===== src/hw/rtl/plpt_pkg.sv =====
// ---------------------------------------------------------------------------
// Plugboard pair table package
// Action codes, the empty slot marker and the structs that run between the
// cells of the pair chain.
// ---------------------------------------------------------------------------
package plpt_pkg;

    localparam int LETTER_W = 8;
    localparam int COUNT_W  = 4;

    // action codes
    localparam logic [1:0] ACT_ADD  = 2'd0;
    localparam logic [1:0] ACT_DEL  = 2'd1;
    localparam logic [1:0] ACT_PERM = 2'd2;

    // value of a slot that holds no pair
    localparam logic [LETTER_W-1:0] EMPTY_MARK = 8'h2D;

    typedef logic [LETTER_W-1:0] t_letter;

    // broadcast to every cell for the item being accepted
    typedef struct packed {
        logic    add_en;
        logic    del_en;
        t_letter letter_a;
        t_letter letter_b;
    } t_ctrl;

    // handed from a cell to the next higher cell
    typedef struct packed {
        logic    used;
        logic    conflict;
        logic    del_seen;
        logic    perm_found;
        t_letter perm_letter;
    } t_chain;

    // contents of a cell, handed down to the next lower cell
    typedef struct packed {
        logic    used;
        t_letter first;
        t_letter second;
    } t_slot;

endpackage


===== src/hw/rtl/plpt_ifs.sv =====
// ---------------------------------------------------------------------------
// Plugboard pair table channels
// Valid/ready channels for action items in and result items out.
// ---------------------------------------------------------------------------
interface plpt_in_if;
    logic       valid;
    logic       ready;
    logic [1:0] action;
    logic [7:0] letter_a;
    logic [7:0] letter_b;

    modport source (output valid, output action, output letter_a, output letter_b,
                    input ready);
    modport sink   (input valid, input action, input letter_a, input letter_b,
                    output ready);
endinterface

interface plpt_out_if;
    logic       valid;
    logic       ready;
    logic       success;
    logic [7:0] letter_out;
    logic [3:0] pairs_in_use;

    modport source (output valid, output success, output letter_out,
                    output pairs_in_use, input ready);
    modport sink   (input valid, input success, input letter_out,
                    input pairs_in_use, output ready);
endinterface


===== src/hw/rtl/plpt_cell.sv =====
// ---------------------------------------------------------------------------
// Plugboard pair cell
// Holds one letter pair, compares it against the item, and appends, keeps or
// takes the pair of the cell above when its own or a lower pair is deleted.
// ---------------------------------------------------------------------------
module plpt_cell
    import plpt_pkg::*;
(
    input  logic   i_clk,
    input  logic   i_rst_n,
    input  t_ctrl  i_ctrl,
    input  t_chain i_chain,
    output t_chain o_chain,
    input  t_slot  i_upper,
    output t_slot  o_slot
);

    logic    r_used;
    t_letter r_first;
    t_letter r_second;

    logic fa, fb, sa, sb;
    logic conflict_here;
    logic del_here;

    // compare the held pair with both letters of the item
    assign fa = (r_first  == i_ctrl.letter_a);
    assign fb = (r_first  == i_ctrl.letter_b);
    assign sa = (r_second == i_ctrl.letter_a);
    assign sb = (r_second == i_ctrl.letter_b);

    assign conflict_here = r_used & (fa | fb | sa | sb);
    assign del_here      = r_used & ((fa & sb) | (fb & sa));

    // pass match results up the chain; the lowest permute match wins
    always_comb begin
        o_chain.used        = r_used;
        o_chain.conflict    = i_chain.conflict | conflict_here;
        o_chain.del_seen    = i_chain.del_seen | del_here;
        o_chain.perm_found  = i_chain.perm_found;
        o_chain.perm_letter = i_chain.perm_letter;
        if (!i_chain.perm_found && r_used && fa) begin
            o_chain.perm_found  = 1'b1;
            o_chain.perm_letter = r_second;
        end else if (!i_chain.perm_found && r_used && sa) begin
            o_chain.perm_found  = 1'b1;
            o_chain.perm_letter = r_first;
        end
    end

    assign o_slot = '{used: r_used, first: r_first, second: r_second};

    // append into the lowest free cell, or shift down at and above a deleted pair
    always_ff @(posedge i_clk) begin
        if (!i_rst_n) begin
            r_used   <= 1'b0;
            r_first  <= EMPTY_MARK;
            r_second <= EMPTY_MARK;
        end else if (i_ctrl.add_en && !r_used && i_chain.used) begin
            r_used   <= 1'b1;
            r_first  <= i_ctrl.letter_a;
            r_second <= i_ctrl.letter_b;
        end else if (i_ctrl.del_en && (i_chain.del_seen || del_here)) begin
            r_used   <= i_upper.used;
            r_first  <= i_upper.first;
            r_second <= i_upper.second;
        end
    end

endmodule


===== src/hw/rtl/plugboard_pair_table.sv =====
// ---------------------------------------------------------------------------
// Plugboard pair table
// Table of letter pairs with add, delete and permute actions.
// ---------------------------------------------------------------------------
// The table is a row of MAX_PAIRS cells, one pair each. Every item is
// resolved in the cycle it is accepted: all cells compare at once, match
// flags ripple up the row, and on a delete the cells above the match take
// their upper neighbor's pair. The result is registered, and one item is
// taken every cycle while the result side keeps up; the row of comparators
// and the ripple through MAX_PAIRS cells set the cycle time. No clearing
// pass is needed after reset.
module plugboard_pair_table
    import plpt_pkg::*;
#(
    parameter int MAX_PAIRS = 10
) (
    input  logic        i_clk,
    input  logic        i_rst_n,
    plpt_in_if.sink     i_in,
    plpt_out_if.source  o_out
);

    t_chain w_chain [MAX_PAIRS+1];
    t_slot  w_slot  [MAX_PAIRS+1];
    logic [MAX_PAIRS-1:0] w_used;

    t_ctrl  ctrl;
    logic   accept;
    logic   full;
    logic   add_ok;
    logic   del_ok;
    logic   is_perm;

    logic [COUNT_W-1:0]  r_count;
    logic [COUNT_W-1:0]  n_count;
    logic                r_out_valid;
    logic                r_success;
    logic [LETTER_W-1:0] r_letter_out;
    logic [COUNT_W-1:0]  r_pairs_in_use;

    // take an item whenever the result register is free or being drained
    assign i_in.ready = !r_out_valid || o_out.ready;
    assign accept     = i_in.valid && i_in.ready;

    // decide the action from the top of the chain
    assign full    = (r_count >= COUNT_W'(MAX_PAIRS));
    assign add_ok  = accept && (i_in.action == ACT_ADD) && !full &&
                     (i_in.letter_a != i_in.letter_b) && !w_chain[MAX_PAIRS].conflict;
    assign del_ok  = accept && (i_in.action == ACT_DEL) && w_chain[MAX_PAIRS].del_seen;
    assign is_perm = (i_in.action == ACT_PERM);

    assign ctrl = '{add_en: add_ok, del_en: del_ok,
                    letter_a: i_in.letter_a, letter_b: i_in.letter_b};

    // bottom of the chain: nothing matched yet, permute passes the letter
    assign w_chain[0] = '{used: 1'b1, conflict: 1'b0, del_seen: 1'b0,
                          perm_found: 1'b0, perm_letter: i_in.letter_a};
    // above the top cell there is only an empty slot
    assign w_slot[MAX_PAIRS] = '{used: 1'b0, first: EMPTY_MARK, second: EMPTY_MARK};

    for (genvar g = 0; g < MAX_PAIRS; g++) begin : g_cell
        plpt_cell u_cell (
            .i_clk   (i_clk),
            .i_rst_n (i_rst_n),
            .i_ctrl  (ctrl),
            .i_chain (w_chain[g]),
            .o_chain (w_chain[g+1]),
            .i_upper (w_slot[g+1]),
            .o_slot  (w_slot[g])
        );
        assign w_used[g] = w_slot[g].used;
    end

    // count after this action
    always_comb begin
        n_count = r_count;
        if (add_ok) begin
            n_count = r_count + COUNT_W'(1);
        end else if (del_ok) begin
            n_count = r_count - COUNT_W'(1);
        end
    end

    // hold the count and the result register
    always_ff @(posedge i_clk) begin
        if (!i_rst_n) begin
            r_count     <= '0;
            r_out_valid <= 1'b0;
        end else begin
            r_count <= n_count;
            if (accept) begin
                r_out_valid <= 1'b1;
            end else if (o_out.ready) begin
                r_out_valid <= 1'b0;
            end
        end
    end

    always_ff @(posedge i_clk) begin
        if (accept) begin
            r_success      <= add_ok || del_ok || is_perm;
            r_letter_out   <= is_perm ? w_chain[MAX_PAIRS].perm_letter : '0;
            r_pairs_in_use <= n_count;
        end
    end

    assign o_out.valid        = r_out_valid;
    assign o_out.success      = r_success;
    assign o_out.letter_out   = r_letter_out;
    assign o_out.pairs_in_use = r_pairs_in_use;

    // count never passes the table size
    a_count_range: assert property (@(posedge i_clk) disable iff (!i_rst_n)
        r_count <= COUNT_W'(MAX_PAIRS))
        else $error("pair count above table size");

    // occupied cells match the count
    a_used_count: assert property (@(posedge i_clk) disable iff (!i_rst_n)
        $countones(w_used) == int'(r_count))
        else $error("occupied cells disagree with pair count");

    // a successful add grows the table by one
    a_add_grows: assert property (@(posedge i_clk) disable iff (!i_rst_n)
        add_ok |=> (r_count == $past(r_count) + COUNT_W'(1)))
        else $error("add did not grow pair count");

    // occupied cells stay packed from the bottom
    a_packed: assert property (@(posedge i_clk) disable iff (!i_rst_n)
        ((w_used & (w_used + MAX_PAIRS'(1))) == '0))
        else $error("occupied cells not contiguous");

endmodule


===== src/flat_wrapper.sv =====
// flat-port wrapper written by rule: the top's interface ports become plain ports
module plugboard_pair_table_flat import plpt_pkg::*;
#(
    parameter int MAX_PAIRS = 10
)
  (i_clk, i_rst_n, i_in_valid, i_in_action, i_in_letter_a, i_in_letter_b, i_in_ready, o_out_valid, o_out_success, o_out_letter_out, o_out_pairs_in_use, o_out_ready);
  plpt_in_if i_in_i ();
  plpt_out_if o_out_i ();
  input  logic i_clk;
  input  logic i_rst_n;
  input wire logic [$bits(i_in_i.valid)-1:0] i_in_valid;
  input wire logic [$bits(i_in_i.action)-1:0] i_in_action;
  input wire logic [$bits(i_in_i.letter_a)-1:0] i_in_letter_a;
  input wire logic [$bits(i_in_i.letter_b)-1:0] i_in_letter_b;
  output wire logic [$bits(i_in_i.ready)-1:0] i_in_ready;
  output wire logic [$bits(o_out_i.valid)-1:0] o_out_valid;
  output wire logic [$bits(o_out_i.success)-1:0] o_out_success;
  output wire logic [$bits(o_out_i.letter_out)-1:0] o_out_letter_out;
  output wire logic [$bits(o_out_i.pairs_in_use)-1:0] o_out_pairs_in_use;
  input wire logic [$bits(o_out_i.ready)-1:0] o_out_ready;
  assign i_in_i.valid = i_in_valid;
  assign i_in_i.action = i_in_action;
  assign i_in_i.letter_a = i_in_letter_a;
  assign i_in_i.letter_b = i_in_letter_b;
  assign i_in_ready = i_in_i.ready;
  assign o_out_valid = o_out_i.valid;
  assign o_out_success = o_out_i.success;
  assign o_out_letter_out = o_out_i.letter_out;
  assign o_out_pairs_in_use = o_out_i.pairs_in_use;
  assign o_out_i.ready = o_out_ready;
  plugboard_pair_table #(.MAX_PAIRS(MAX_PAIRS)) u_core (.i_clk(i_clk), .i_rst_n(i_rst_n), .i_in(i_in_i), .o_out(o_out_i));
endmodule

===== config.mk =====
export PLATFORM = sky130hd
export DESIGN_NAME = plugboard_pair_table_flat
export DESIGN_NICKNAME = d
export VERILOG_FILES = /design/src/hw/rtl/plpt_pkg.sv /design/src/hw/rtl/plpt_ifs.sv /design/src/hw/rtl/plpt_cell.sv /design/src/hw/rtl/plugboard_pair_table.sv /design/src/flat_wrapper.sv
export SDC_FILE = /design/constraint.sdc
export NUM_CORES = 1
export LEC_CHECK = 0
export BUFFER_PORTS_ARGS = -buffer_cell sky130_fd_sc_hd__buf_4
export CORE_AREA = 3 3 177 179
export DETAILED_ROUTE_END_ITERATION = 12
export DIE_AREA = 0 0 180 182
export PLACE_DENSITY = 0.68
export SLEW_MARGIN = 5
export SYNTH_ARGS = -nofsm -noshare
export SYNTH_HDL_FRONTEND = slang
export SYNTH_SLANG_ARGS = --single-unit

===== constraint.sdc =====
create_clock -name i_clk -period 5.3 [get_ports i_clk]
set_input_delay 0.265 -clock i_clk [delete_from_list [all_inputs] [get_ports i_clk]]
set_output_delay 0.265 -clock i_clk [all_outputs]
set_load 0.02 [all_outputs]

==> metrics.cfg <==
[final_layout]
fin_nets = 1664
area_delta_synth_final_pct = 3.03
fillers = 2775
post-route-util = 0.514
layout-drive-gt1-share = 0.0969
diodes = 0

[clocking]
cts-root-buf = clkbuf_16
clk_latency_ns = 0.45
htreeDepth = 4
cts.clk_slew.worst_paths_ns = 0.08
hold_buffers = 0
cts_tree = done
cts_setup_buffers = 0
cts_buffers = 17
ctsResizeCount = 0
cts.sink_count = 188
clk_path_buf_depth = 2

[worst_hold_path]
whs_path_depth = 3
hold_end = u_core.o_out.valid
min_path_type = in2reg
min_from = i_in_valid

[worst_setup_path]
crit_arrival_ns = 4.19
r2r-end = u_core.g_cell[5].u_cell.r_second[6]
start_kind = flip-flop
worst-setup-path-type = reg2reg
path_max_fanout = 33
r2r-start = u_core.g_cell[8].u_cell.r_first[3]
worstPathRequired_ns = 5.60
rr_worst_depth = 10
cp-end-kind = flip-flop
regToRegSetupSlack_ns = 1.41

[sta]
rsz0062_at_grt = false
fmax_mhz = 257
finalHoldViolations = 0
tightestPinTransition_ns = 1.14
drv_slew = 0
maxSlewHeadroom = 0.236
setup_viol = 0
period_share = 0.734
fin_skew_ns = 0.0118
period_needed_ns = 3.89
fin_ws_ns = 1.41
tns_ns = 0

[synthesis]
syn-cell-area_sq_um = 14800
syn_avg_cell_area_sq_um = 8.58
synth_flop_cell = dfxtp_1
synth.most_common_cell = xnor2_1
async_flop_share = 0
synth_edf_count = 13
synth_common_cells = xnor2_1, dfxtp_1, nand2_1, mux2i_1, nor2_1
ys.warnings.count = 0
ys_seq_area_frac = 0.263
synthesis.nets = 1752
synth.area.top_cells = dfxtp_1, xnor2_1, mux2i_1
yosys.area.top_type = dfxtp_1
ys_ff_latch = 188
synthDistinctLibCells = 87
synth_top_area_frac = 0.236
postSynthCellCount = 1727

[status]
status = complete, no violations

[routing]
wl_um = 50300
drt.antenna.violating_nets = 0
viasPerCell = 6.40
first_iter_violations = 1486
remaining_drc_errors = 0
vias = 13100
drtPass1Iterations = 5
routedWlPerCell_um = 24.6

[floorplanning]
die_w_um = 180
pin_count = 37
die_h_um = 182
coreArea_sq_um = 29700
start_util = 0.499
num_rows = 63
die_area_sq_um = 32800

[grt]
grt_pass1_vias = 12500
grt_max_degree = 92
grt_overflow = 0
antenna_found_initial = 0
grt_pass1_wl_um = 76500
grt_usage = 0.298

[placed_design]
portBuffers = 36
dp_slack_ns = 1.18
dpl.hpwl_um = 32700
gp_congestion = 1.02

[power_and_ir_drop]
ir_worst_vdd_mv = 0.247
p_per_area_nw_per_um2 = 213
power.leakage_uw = 0.00514

[flow_run]
drv_cap = 0

-- state kept, by name, indices dropped and copies added (netlist names) --
name,flops
u_core.o_out.letter_out,8
u_core.g_cell.u_cell.r_second,80
u_core.o_out.valid,1
u_core.g_cell.u_cell.r_used,10
u_core.o_out.pairs_in_use,4
u_core.g_cell.u_cell.r_first,80
u_core.r_count,4
u_core.o_out.success,1
-- critical path: stages, from the launching register on --
cell and delay, ns:
dfxtp_1 0.54, xnor2_1 0.14, nand4_1 0.14, nor2_1 0.10, o41ai_2 0.57, nand4_1 0.24, nor4_4 0.40, buf_4 0.34
nand3b_1 0.71, o21ai_0 0.47, a21oi_1 0.07
-- routing by layer --
| layer | part of all wire | track usage |
|---|---|---|
| met3 | 0.081 | 0.0515 |
| met2 | 0.45 | 0.475 |
| met1 | 0.43 | 0.395 |
| met5 | 0 | 0 |
| met4 | 0.046 | 0.136 |
-- stage by stage --
stage	area, sq um	power, uW	hold WS (ns)	cells
final	15300	3250	0.0661	2042
after global routing	15300	3340	0.0835	2042
after CTS	15300	3260	0.0597	2042
after detailed placement	14600	1860	0.540	2010
after global placement	14600	1850	0.513	2010
after floorplan	14800	1790	0.404	1727
-- how the worst max path moves through the flow --
stage                                              from  slack (ns)                                   to  cells past startpoint
global route        u_core.g_cell[6].u_cell.r_second[6]        1.13   u_core.g_cell[5].u_cell.r_first[6]                     10
CTS                 u_core.g_cell[8].u_cell.r_second[1]        1.52   u_core.g_cell[5].u_cell.r_first[1]                     10
global placement                       i_in_letter_a[1]        1.22           u_core.o_out.letter_out[3]                     11
detailed placement                     i_in_letter_b[1]        1.18  u_core.g_cell[5].u_cell.r_second[6]                     11
floorplan                            u_core.o_out.valid        2.07   u_core.g_cell[0].u_cell.r_first[3]                      9
finish               u_core.g_cell[8].u_cell.r_first[3]        1.41  u_core.g_cell[5].u_cell.r_second[6]                     10
-- layout by cell type (no fill, tap or decap), types with 5 or more instances in the layout --
master	netlist	layout
o21ai_0	58	58
o221ai_1	6	6
nor2b_1	6	6
nor2_1	95	95
a21oi_1	80	80
and3_1	6	6
and2_1	46	46
o2bb2ai_1	12	12
nor3b_1	12	12
nand4_1	77	77
a21boi_1	12	12
xnor2_1	267	267
dfxtp_1	175	175
a211oi_1	16	16
nor4_1	26	26
o21ai_1	47	47
clkbuf_16	0	19
nor3_1	8	8
a22oi_1	14	14
and4_1	6	6
nand3_1	21	21
o41ai_1	7	7
mux2_2	56	56
edfxtp_1	13	13
buf_4	32	46
a22o_1	15	15
inv_1	9	9
nand2_1	167	167
xor2_1	64	64
o21a_1	6	6
mux2i_1	154	154
or4_1	5	5
-- cells by family (layout without fill, tap and decap cells) --
group / Yosys count / count (layout) / share of synthesized area
buffers and inverters: 164 / 89 / 0.0730
AO/OA/AOI/OAI: 323 / 323 / 0.142
AND/OR/NAND/NOR: 507 / 507 / 0.176
multiplexers: 211 / 211 / 0.147
flip-flops: 188 / 188 / 0.263
adder cells (fa/ha/maj): 3 / 3 / 0.00253
XOR/XNOR: 331 / 331 / 0.196
-- final cells by class --
| type | instances | area [sq um] | area share |
|---|---|---|---|
| Timing Repair Buffer | 47 | 365 | 0.0239 |
| Sequential cell | 188 | 3890 | 0.255 |
| Inverter | 10 | 37.5 | 0.00246 |
| Clock inverter | 9 | 119 | 0.00779 |
| Multi-Input combinational cell | 1375 | 9840 | 0.645 |
| Tap cell | 390 | 488 | 0.0320 |
| Clock buffer | 23 | 520 | 0.0341 |
-- where the power goes --
group          switching (uW)  total [uW]  internal [uW]  leakage [uW]
logic                     239         376            137       0.00328
registers                14.1        1460           1440       0.00154
clock network             624        1420            800      0.000316
total                     877        3250           2380       0.00514
(Power assumes the default switching activity.)
